## src/life_automaton_row_stream_step_unit_assert.svh

```systemverilog
// Assertion macros shared by the row-stream Life step unit.
`ifndef LIFE_AUTOMATON_ROW_STREAM_STEP_UNIT_ASSERT_SVH
`define LIFE_AUTOMATON_ROW_STREAM_STEP_UNIT_ASSERT_SVH

// same-cycle implication, clocked on clk, quiet during reset
`define LRSS_ASSERT_IMP(name, ante, cons) \
	name: assert property (@(posedge clk) disable iff (!arst_n) (ante) |-> (cons)) \
		else $error("lrss assertion failed");

// next-cycle implication
`define LRSS_ASSERT_NXT(name, ante, cons) \
	name: assert property (@(posedge clk) disable iff (!arst_n) (ante) |=> (cons)) \
		else $error("lrss assertion failed");

`endif

```

## src/lrss_pkg.sv

```systemverilog
// Types and constants for the row-stream Life step unit.
package lrss_pkg;

	localparam int LRSS_ROW_CELLS = 64;
	localparam int LRSS_DATA_W    = 64;
	localparam int LRSS_IDX_W     = 16;
	localparam int LRSS_GW_W      = 7;
	localparam logic [LRSS_GW_W-1:0] LRSS_GW_RESET = 7'd64;

	localparam int LRSS_OUT_DEPTH = 4;
	localparam int LRSS_PTR_W     = $clog2(LRSS_OUT_DEPTH);
	localparam int LRSS_LVL_W     = LRSS_PTR_W + 1;

	typedef struct packed {
		logic [LRSS_DATA_W-1:0] cells;
		logic [LRSS_IDX_W-1:0]  idx;
		logic                   last;
	} res_beat_t;

	typedef struct packed {
		logic load;     // shift the row window down by one
		logic clear;    // frame over, back to empty
		logic compute;  // two rows held: interior columns evolve
	} cell_ctrl_t;

	typedef struct packed {
		logic en_a;     // computed row above
		logic en_b;     // last row, unchanged
	} fifo_push_t;

endpackage

```

## src/life_automaton_row_stream_step_unit.sv

```systemverilog
// Top level of the row-stream Life (B3/S23) step unit.
// One generation of Conway's Life on a grid fed one row per input beat,
// row 0 first, last_row on the final row. A row of column cells holds the
// two previous rows; each cell shifts its bits down on each accepted row
// but the last, and evaluates its column of the arriving row's upper
// neighbour in the same cycle. One input beat is taken every clock unless
// in_stall is high: the cell row finishes a row in the cycle it is
// accepted and pushes its result into a four-beat output queue, whose
// head is shown on the output. The final row of a frame yields two beats
// (the row above, then the last row itself with frame_end set), so
// in_stall rises while the queue holds more than two beats; with the
// output side free the unit sustains one row per cycle. The first row of
// a frame yields nothing, the second yields row 0 unchanged. Edge rows
// and columns pass through, bits at and above min(grid_width, ROW_CELLS)
// read as zero, and row_index saturates at 65535. grid_width resets to
// 64; the user writes it via cfg_wr_en/cfg_wr_data only while idle,
// which the unit does not enforce. No clearing pass is needed after reset.
module life_automaton_row_stream_step_unit #(
	parameter int ROW_CELLS = lrss_pkg::LRSS_ROW_CELLS
) (
	input  logic                            clk,
	input  logic                            arst_n,
	input  logic                            cfg_wr_en,
	input  logic [lrss_pkg::LRSS_GW_W-1:0]  cfg_wr_data,
	input  logic                            in_valid,
	output logic                            in_stall,
	input  logic [lrss_pkg::LRSS_DATA_W-1:0] row_cells,
	input  logic                            last_row,
	output logic                            out_valid,
	input  logic                            out_stall,
	output logic [lrss_pkg::LRSS_DATA_W-1:0] next_cells,
	output logic [lrss_pkg::LRSS_IDX_W-1:0] row_index,
	output logic                            frame_end
);
	import lrss_pkg::*;
	`include "life_automaton_row_stream_step_unit_assert.svh"

	localparam logic [LRSS_GW_W-1:0] ROW_CELLS_W = LRSS_GW_W'(ROW_CELLS);
	localparam logic [LRSS_LVL_W-1:0] STALL_LVL  = LRSS_LVL_W'(LRSS_OUT_DEPTH - 2);
	localparam logic [LRSS_IDX_W-1:0] IDX_MAX    = '1;

	logic [LRSS_GW_W-1:0]  grid_width_q;
	logic [LRSS_IDX_W-1:0] rows_seen_q;
	logic [LRSS_GW_W-1:0]  w_eff;
	logic                  in_acc;
	logic                  pop;

	cell_ctrl_t            ctrl;
	fifo_push_t            push;
	res_beat_t             beat_a;
	res_beat_t             beat_b;
	res_beat_t             head;
	logic [LRSS_LVL_W-1:0] level;

	logic [ROW_CELLS-1:0]  cur_row;
	logic [ROW_CELLS-1:0]  up_row;
	logic [ROW_CELLS-1:0]  mid_row;
	logic [ROW_CELLS-1:0]  nxt_row;
	logic [ROW_CELLS+1:0]  cur_pad;
	logic [ROW_CELLS+1:0]  up_pad;
	logic [ROW_CELLS+1:0]  mid_pad;

	// configuration
	always_ff @(posedge clk or negedge arst_n) begin
		if (!arst_n)
			grid_width_q <= LRSS_GW_RESET;
		else if (cfg_wr_en)
			grid_width_q <= cfg_wr_data;
	end

	assign w_eff = (grid_width_q > ROW_CELLS_W) ? ROW_CELLS_W : grid_width_q;

	// handshakes: stall only when a two-beat push might not fit
	assign in_stall  = (level > STALL_LVL);
	assign in_acc    = in_valid && !in_stall;
	assign out_valid = (level != '0);
	assign pop       = out_valid && !out_stall;

	// frame position, saturating
	always_ff @(posedge clk or negedge arst_n) begin
		if (!arst_n)
			rows_seen_q <= '0;
		else if (in_acc) begin
			if (last_row)
				rows_seen_q <= '0;
			else if (rows_seen_q != IDX_MAX)
				rows_seen_q <= rows_seen_q + LRSS_IDX_W'(1);
		end
	end

	assign ctrl.load    = in_acc && !last_row;
	assign ctrl.clear   = in_acc && last_row;
	assign ctrl.compute = (rows_seen_q > LRSS_IDX_W'(1));

	// neighbours beyond the edges read as dead
	assign cur_pad = {1'b0, cur_row, 1'b0};
	assign up_pad  = {1'b0, up_row, 1'b0};
	assign mid_pad = {1'b0, mid_row, 1'b0};

	for (genvar x = 0; x < ROW_CELLS; x++) begin : g_col
		localparam logic [LRSS_GW_W:0] COL = (LRSS_GW_W + 1)'(x);
		logic col_on;
		logic col_inner;

		assign col_on    = ({1'b0, w_eff} > COL);
		assign col_inner = (COL != '0) && ({1'b0, w_eff} > (COL + (LRSS_GW_W + 1)'(1)));
		assign cur_row[x] = row_cells[x] && col_on;

		lrss_cell u_cell (
			.clk       (clk),
			.arst_n    (arst_n),
			.ctrl      (ctrl),
			.col_on    (col_on),
			.col_inner (col_inner),
			.cur       (cur_row[x]),
			.up_l      (up_pad[x]),
			.up_r      (up_pad[x+2]),
			.mid_l     (mid_pad[x]),
			.mid_r     (mid_pad[x+2]),
			.dn_l      (cur_pad[x]),
			.dn_r      (cur_pad[x+2]),
			.up        (up_row[x]),
			.mid       (mid_row[x]),
			.nxt       (nxt_row[x])
		);
	end

	// result beats: the row above, and on the last row the row itself
	always_comb begin
		beat_a                       = '0;
		beat_a.cells[ROW_CELLS-1:0]  = nxt_row;
		beat_a.idx                   = rows_seen_q - LRSS_IDX_W'(1);
		beat_a.last                  = 1'b0;
		beat_b                       = '0;
		beat_b.cells[ROW_CELLS-1:0]  = cur_row;
		beat_b.idx                   = rows_seen_q;
		beat_b.last                  = 1'b1;
	end

	assign push.en_a = in_acc && (rows_seen_q != '0);
	assign push.en_b = in_acc && last_row;

	lrss_out_fifo u_out_fifo (
		.clk    (clk),
		.arst_n (arst_n),
		.push   (push),
		.beat_a (beat_a),
		.beat_b (beat_b),
		.pop    (pop),
		.head   (head),
		.level  (level)
	);

	assign next_cells = head.cells;
	assign row_index  = head.idx;
	assign frame_end  = head.last;

	// queue never fills past its depth
	`LRSS_ASSERT_IMP(a_level_bound, 1'b1, level <= LRSS_LVL_W'(LRSS_OUT_DEPTH))
	// an accepted beat always has room for two results
	`LRSS_ASSERT_IMP(a_acc_room, in_acc, level <= STALL_LVL)
	// last row ends the frame
	`LRSS_ASSERT_NXT(a_frame_restart, in_acc && last_row, rows_seen_q == '0)
	// last row always leaves a result waiting
	`LRSS_ASSERT_NXT(a_last_pending, in_acc && last_row, out_valid)

endmodule

```

## src/lrss_cell.sv

```systemverilog
// One column of the Life row window: two stored bits and the B3/S23 rule.
module lrss_cell (
	input  logic               clk,
	input  logic               arst_n,
	input  lrss_pkg::cell_ctrl_t ctrl,
	input  logic               col_on,
	input  logic               col_inner,
	input  logic               cur,
	input  logic               up_l,
	input  logic               up_r,
	input  logic               mid_l,
	input  logic               mid_r,
	input  logic               dn_l,
	input  logic               dn_r,
	output logic               up,
	output logic               mid,
	output logic               nxt
);
	import lrss_pkg::*;

	logic       up_q;
	logic       mid_q;
	logic [3:0] n;
	logic       life;

	always_ff @(posedge clk or negedge arst_n) begin
		if (!arst_n) begin
			up_q  <= 1'b0;
			mid_q <= 1'b0;
		end else if (ctrl.clear) begin
			up_q  <= 1'b0;
			mid_q <= 1'b0;
		end else if (ctrl.load) begin
			up_q  <= mid_q;
			mid_q <= cur;
		end
	end

	always_comb begin
		n = 4'(up_l) + 4'(up_q) + 4'(up_r) + 4'(mid_l) + 4'(mid_r)
		  + 4'(dn_l) + 4'(cur) + 4'(dn_r);
		life = (n == 4'd3) || ((n == 4'd2) && mid_q);
		if (!col_on)
			nxt = 1'b0;
		else if (ctrl.compute && col_inner)
			nxt = life;
		else
			nxt = mid_q;
	end

	assign up  = up_q;
	assign mid = mid_q;

endmodule

```

## src/lrss_out_fifo.sv

```systemverilog
// Result queue: takes up to two beats a cycle, hands out one.
module lrss_out_fifo (
	input  logic                            clk,
	input  logic                            arst_n,
	input  lrss_pkg::fifo_push_t            push,
	input  lrss_pkg::res_beat_t             beat_a,
	input  lrss_pkg::res_beat_t             beat_b,
	input  logic                            pop,
	output lrss_pkg::res_beat_t             head,
	output logic [lrss_pkg::LRSS_LVL_W-1:0] level
);
	import lrss_pkg::*;

	res_beat_t               mem_q [LRSS_OUT_DEPTH];
	logic [LRSS_PTR_W-1:0]   wr_ptr_q;
	logic [LRSS_PTR_W-1:0]   rd_ptr_q;
	logic [LRSS_LVL_W-1:0]   level_q;
	logic [LRSS_LVL_W-1:0]   n_push;
	logic [LRSS_PTR_W-1:0]   b_ptr;

	assign n_push = LRSS_LVL_W'(push.en_a) + LRSS_LVL_W'(push.en_b);
	// b follows a when both go in this cycle
	assign b_ptr  = push.en_a ? (wr_ptr_q + LRSS_PTR_W'(1)) : wr_ptr_q;

	always_ff @(posedge clk) begin
		if (push.en_a)
			mem_q[wr_ptr_q] <= beat_a;
		if (push.en_b)
			mem_q[b_ptr] <= beat_b;
	end

	always_ff @(posedge clk or negedge arst_n) begin
		if (!arst_n) begin
			wr_ptr_q <= '0;
			rd_ptr_q <= '0;
			level_q  <= '0;
		end else begin
			wr_ptr_q <= wr_ptr_q + n_push[LRSS_PTR_W-1:0];
			rd_ptr_q <= rd_ptr_q + LRSS_PTR_W'(pop);
			level_q  <= level_q + n_push - LRSS_LVL_W'(pop);
		end
	end

	assign head  = mem_q[rd_ptr_q];
	assign level = level_q;

endmodule
```

## config.mk

```make
export PLATFORM = sky130hd
export DESIGN_NAME = life_automaton_row_stream_step_unit
export DESIGN_NICKNAME = d
export VERILOG_FILES = /design/src/lrss_pkg.sv /design/src/life_automaton_row_stream_step_unit.sv /design/src/lrss_cell.sv /design/src/lrss_out_fifo.sv
export VERILOG_INCLUDE_DIRS = /design/src /design/src/src
export SDC_FILE = /design/constraint.sdc
export NUM_CORES = 1
export LEC_CHECK = 0
export BUFFER_PORTS_ARGS = -buffer_cell sky130_fd_sc_hd__buf_2
export CAP_MARGIN = 10
export CORE_ASPECT_RATIO = 1.1
export CORE_UTILIZATION = 40
export DETAILED_ROUTE_END_ITERATION = 16
export SETUP_SLACK_MARGIN = 0.3
export SKIP_CTS_REPAIR_TIMING = 1
export SYNTH_ARGS = -nofsm -noshare
export SYNTH_HDL_FRONTEND = slang
export SYNTH_HIERARCHICAL = 1
export SYNTH_SLANG_ARGS = --single-unit
```

## constraint.sdc

```tcl
create_clock -name clk -period 13.9 [get_ports clk]
set_input_delay 0.695 -clock clk [delete_from_list [all_inputs] [get_ports clk]]
set_output_delay 0.695 -clock clk [all_outputs]
set_load 0.005 [all_outputs]
```

==> impl_metrics.yaml <==
clock_tree:
  numCtsBuffers: 56
  cts_max_level: 2
  clkTransAtPathRegs_ns: 0.06
  cts_tree: "done"
  clock_latency_ns: 0.65
  clock-root-buffer: "clkbuf_16"
  clockBufferDepth: 3
  clkSinkCount: 482
floorplan:
  die_h_microns: 321
  core_sq_um: 91400
  die_x_microns: 292
  row_count: 116
  die_area_sq_um: 93900
  start_util: 0.405
  pin_count: 160
min_path:
  holdCritPathClass: "in -> async"
cells_and_area:
  ff_latch_area_sq_um: 13700
  area_growth_syn_to_layout_pct: 11.1
  n_fill_cell: 8487
  finalNetCount: 3863
  finalInstanceArea_sq_um: 41200
  layout-drive-gt1-share: 0.244
  post-route-util: 0.451
  multi_input_area_sq_um: 20100
critical_path:
  arrival_ns: 6.44
  startpoint_type: "register"
  cp_max_fo: 20
  required_ns: 14.28
  path_class: "reg -> reg"
  end_kind: "register"
job:
  cap_viol_max_count: 0
sta:
  period_needed_ns: 6.05
  fmax_ghz: 0.165
  slew_viol_final: 0
  rsz0062_at_grt: "no"
  whs_ns: 0.157
  timing.setup.tns_ns: 0
  hold_violations: 0
  setup_violations: 0
  fin_crit_sh: 0.435
  slew_headroom: 0.310
  skew_ns: 0.0200
  tightest_slew_ns: 1.04
  setup_slack_ns: 7.85
placement:
  place_area_sq_um: 39200
  port_buffers: 159
  dp_hpwl_microns: 65100
  place_congestion: 0.872
  pre_cts_slack_ns: 7.87
logic_synthesis:
  async_flop_share: 0.328
  ys_warn_count: 6
  ys_seq_area_frac: 0.369
  syn_avg_cell_area_sq_um: 11.8
  yosysUniqueCellTypes: 70
  ys_ff_latch: 482
  synth_cells: 3145
  yosys_most_used_dff: "edfxtp_1"
  netlist_area_sq_um: 37100
  synth_edf_count: 324
global_routing:
  grt_pass1_vias: 25700
  grt-ovfl-total: 0
  grt_max_degree: 98
  grtUsageTotal: 0.210
  antenna_found_initial: 8
  grt_first_pass_wirelength_microns: 152000
power:
  ir_worst_vdd_mv: 0.136
  leakage_uw: 0.0181
  p_per_area_nw_per_um2: 236
drt:
  antenna_left: 0
  drc: 0
  first_iter_violations: 1549
  dr.pass1.iters: 6
  vias: 24300
  wl_per_cell_microns: 21.2
  viasPerCell: 5.34
  drt_wl_total_microns: 96700
outcome:
  status: "completed"
==> final cells by class <==
class | instances | area share
diodes | 2 | 0.000121
clock inverters | 33 | 0.0104
flip-flops and latches | 482 | 0.332
well taps | 1180 | 0.0358
clock buffers | 73 | 0.0380
repair buffers | 187 | 0.0246
multi-input cells | 1808 | 0.487
inverters | 790 | 0.0720
==> Yosys cell counts (31+ instances only) <==
cell type  count  area (sq um)
a2111oi_2     63           946
and2_1        61           382
and3_1        67           419
buf_2         34           170
dfrtp_1      157          3930
edfxtp_1     324          9730
fa_1         257          5140
ha_1         204          2550
inv_1        789          2960
mux2_2       304          3420
mux2i_1      130          1300
mux4_2        81          1820
nand2_1      122           458
nor2_1       158           593
o21ai_0       31           155
o221a_2       64           721
o311ai_0      63           552
==> state kept, by name, summed over array words and instances, names as in the netlist <==
register	count
g_col.u_cell/up	64
grid_width_q	7
u_out_fifo/mem_q	324
g_col.u_cell/mid	64
u_out_fifo/rd_ptr_q	2
rows_seen_q	16
u_out_fifo/wr_ptr_q	2
u_out_fifo/level	3
==> power by group <==
group	switching [uW]	total, uW	internal, uW
Clock	641	1600	962
Sequential	344	2510	2160
Combinational	3090	5610	2520
==> path summary, 6_finish.rpt <==
check | from | end | slack, ns | cells after the start
max in group asynchronous | arst_n | g_col[39].u_cell/mid | 12.13 | 2
setup reg to reg | grid_width_q[6] | u_out_fifo/mem_q[1][23] | 7.85 | 17
setup / recovery | grid_width_q[6] | u_out_fifo/mem_q[1][23] | 7.85 | 17
hold / removal | arst_n | rows_seen_q[0] | 0.16 | 1
hold reg to reg | u_out_fifo/level[0] | u_out_fifo/level[0] | 0.55 | 1
min in group clk | last_row | rows_seen_q[1] | 0.35 | 2
==> cell usage in the layout, fill, tap and decap left out, types with 61 or more instances in the layout <==
| master | count |
|---|---|
| edfxtp_1 | 324 |
| a2111oi_2 | 63 |
| mux2i_1 | 130 |
| o311ai_0 | 63 |
| inv_1 | 789 |
| buf_2 | 158 |
| and2_1 | 61 |
| nand2_1 | 120 |
| mux4_2 | 81 |
| dfrtp_1 | 155 |
| ha_1 | 204 |
| nor2_1 | 157 |
| fa_1 | 257 |
| mux2_2 | 304 |
| and3_1 | 66 |
| o221a_2 | 64 |
==> kinds of logic (layout without fill, tap and decap cells) <==
logic type                 Yosys count  count (layout)  synth area share
buffers and inverters              871            1083            0.0934
muxes                              538             538             0.184
xor gates and xnor gates            27              27           0.00638
and+or+nand+nor                    485             485            0.0635
adders and majority gates          461             461             0.208
AOI/OAI and AO/OA                  279             279            0.0761
other                                2              20          0.000203
DFF                                482             482             0.369
==> metrics by stage <==
step / cells / power [uW]
finish: 4555 / 9720
global route: 4553 / 10700
CTS: 4553 / 9810
detailed placement: 4447 / 8150
global placement: 4447 / 7990
floorplan: 3161 / 6720
==> critical path, cell delays in order (launching register included) <==
cell,delay [ns]
dfstp_2,0.78
nor2_4,0.15
inv_2,0.17
nor2_1,0.11
nand2_1,0.24
a21boi_0,0.81
and2_1,0.39
inv_1,0.10
fa_1,0.56
fa_1,0.44
fa_1,0.49
inv_1,0.04
ha_1,0.21
fa_1,0.43
inv_1,0.10
o311ai_0,0.13
o221a_2,0.37
mux2_2,0.27
==> routing by layer <==
metal  routed length (microns)  up-vias  global-route usage
met1                     42600    12500               0.279
met4                      2890        4              0.0648
met5                        26        -                   0
li1                          -    11100                   -
met2                     47000      574               0.356
met3                      4280      166              0.0265
No activity file was read; power rests on OpenSTA's default activity.
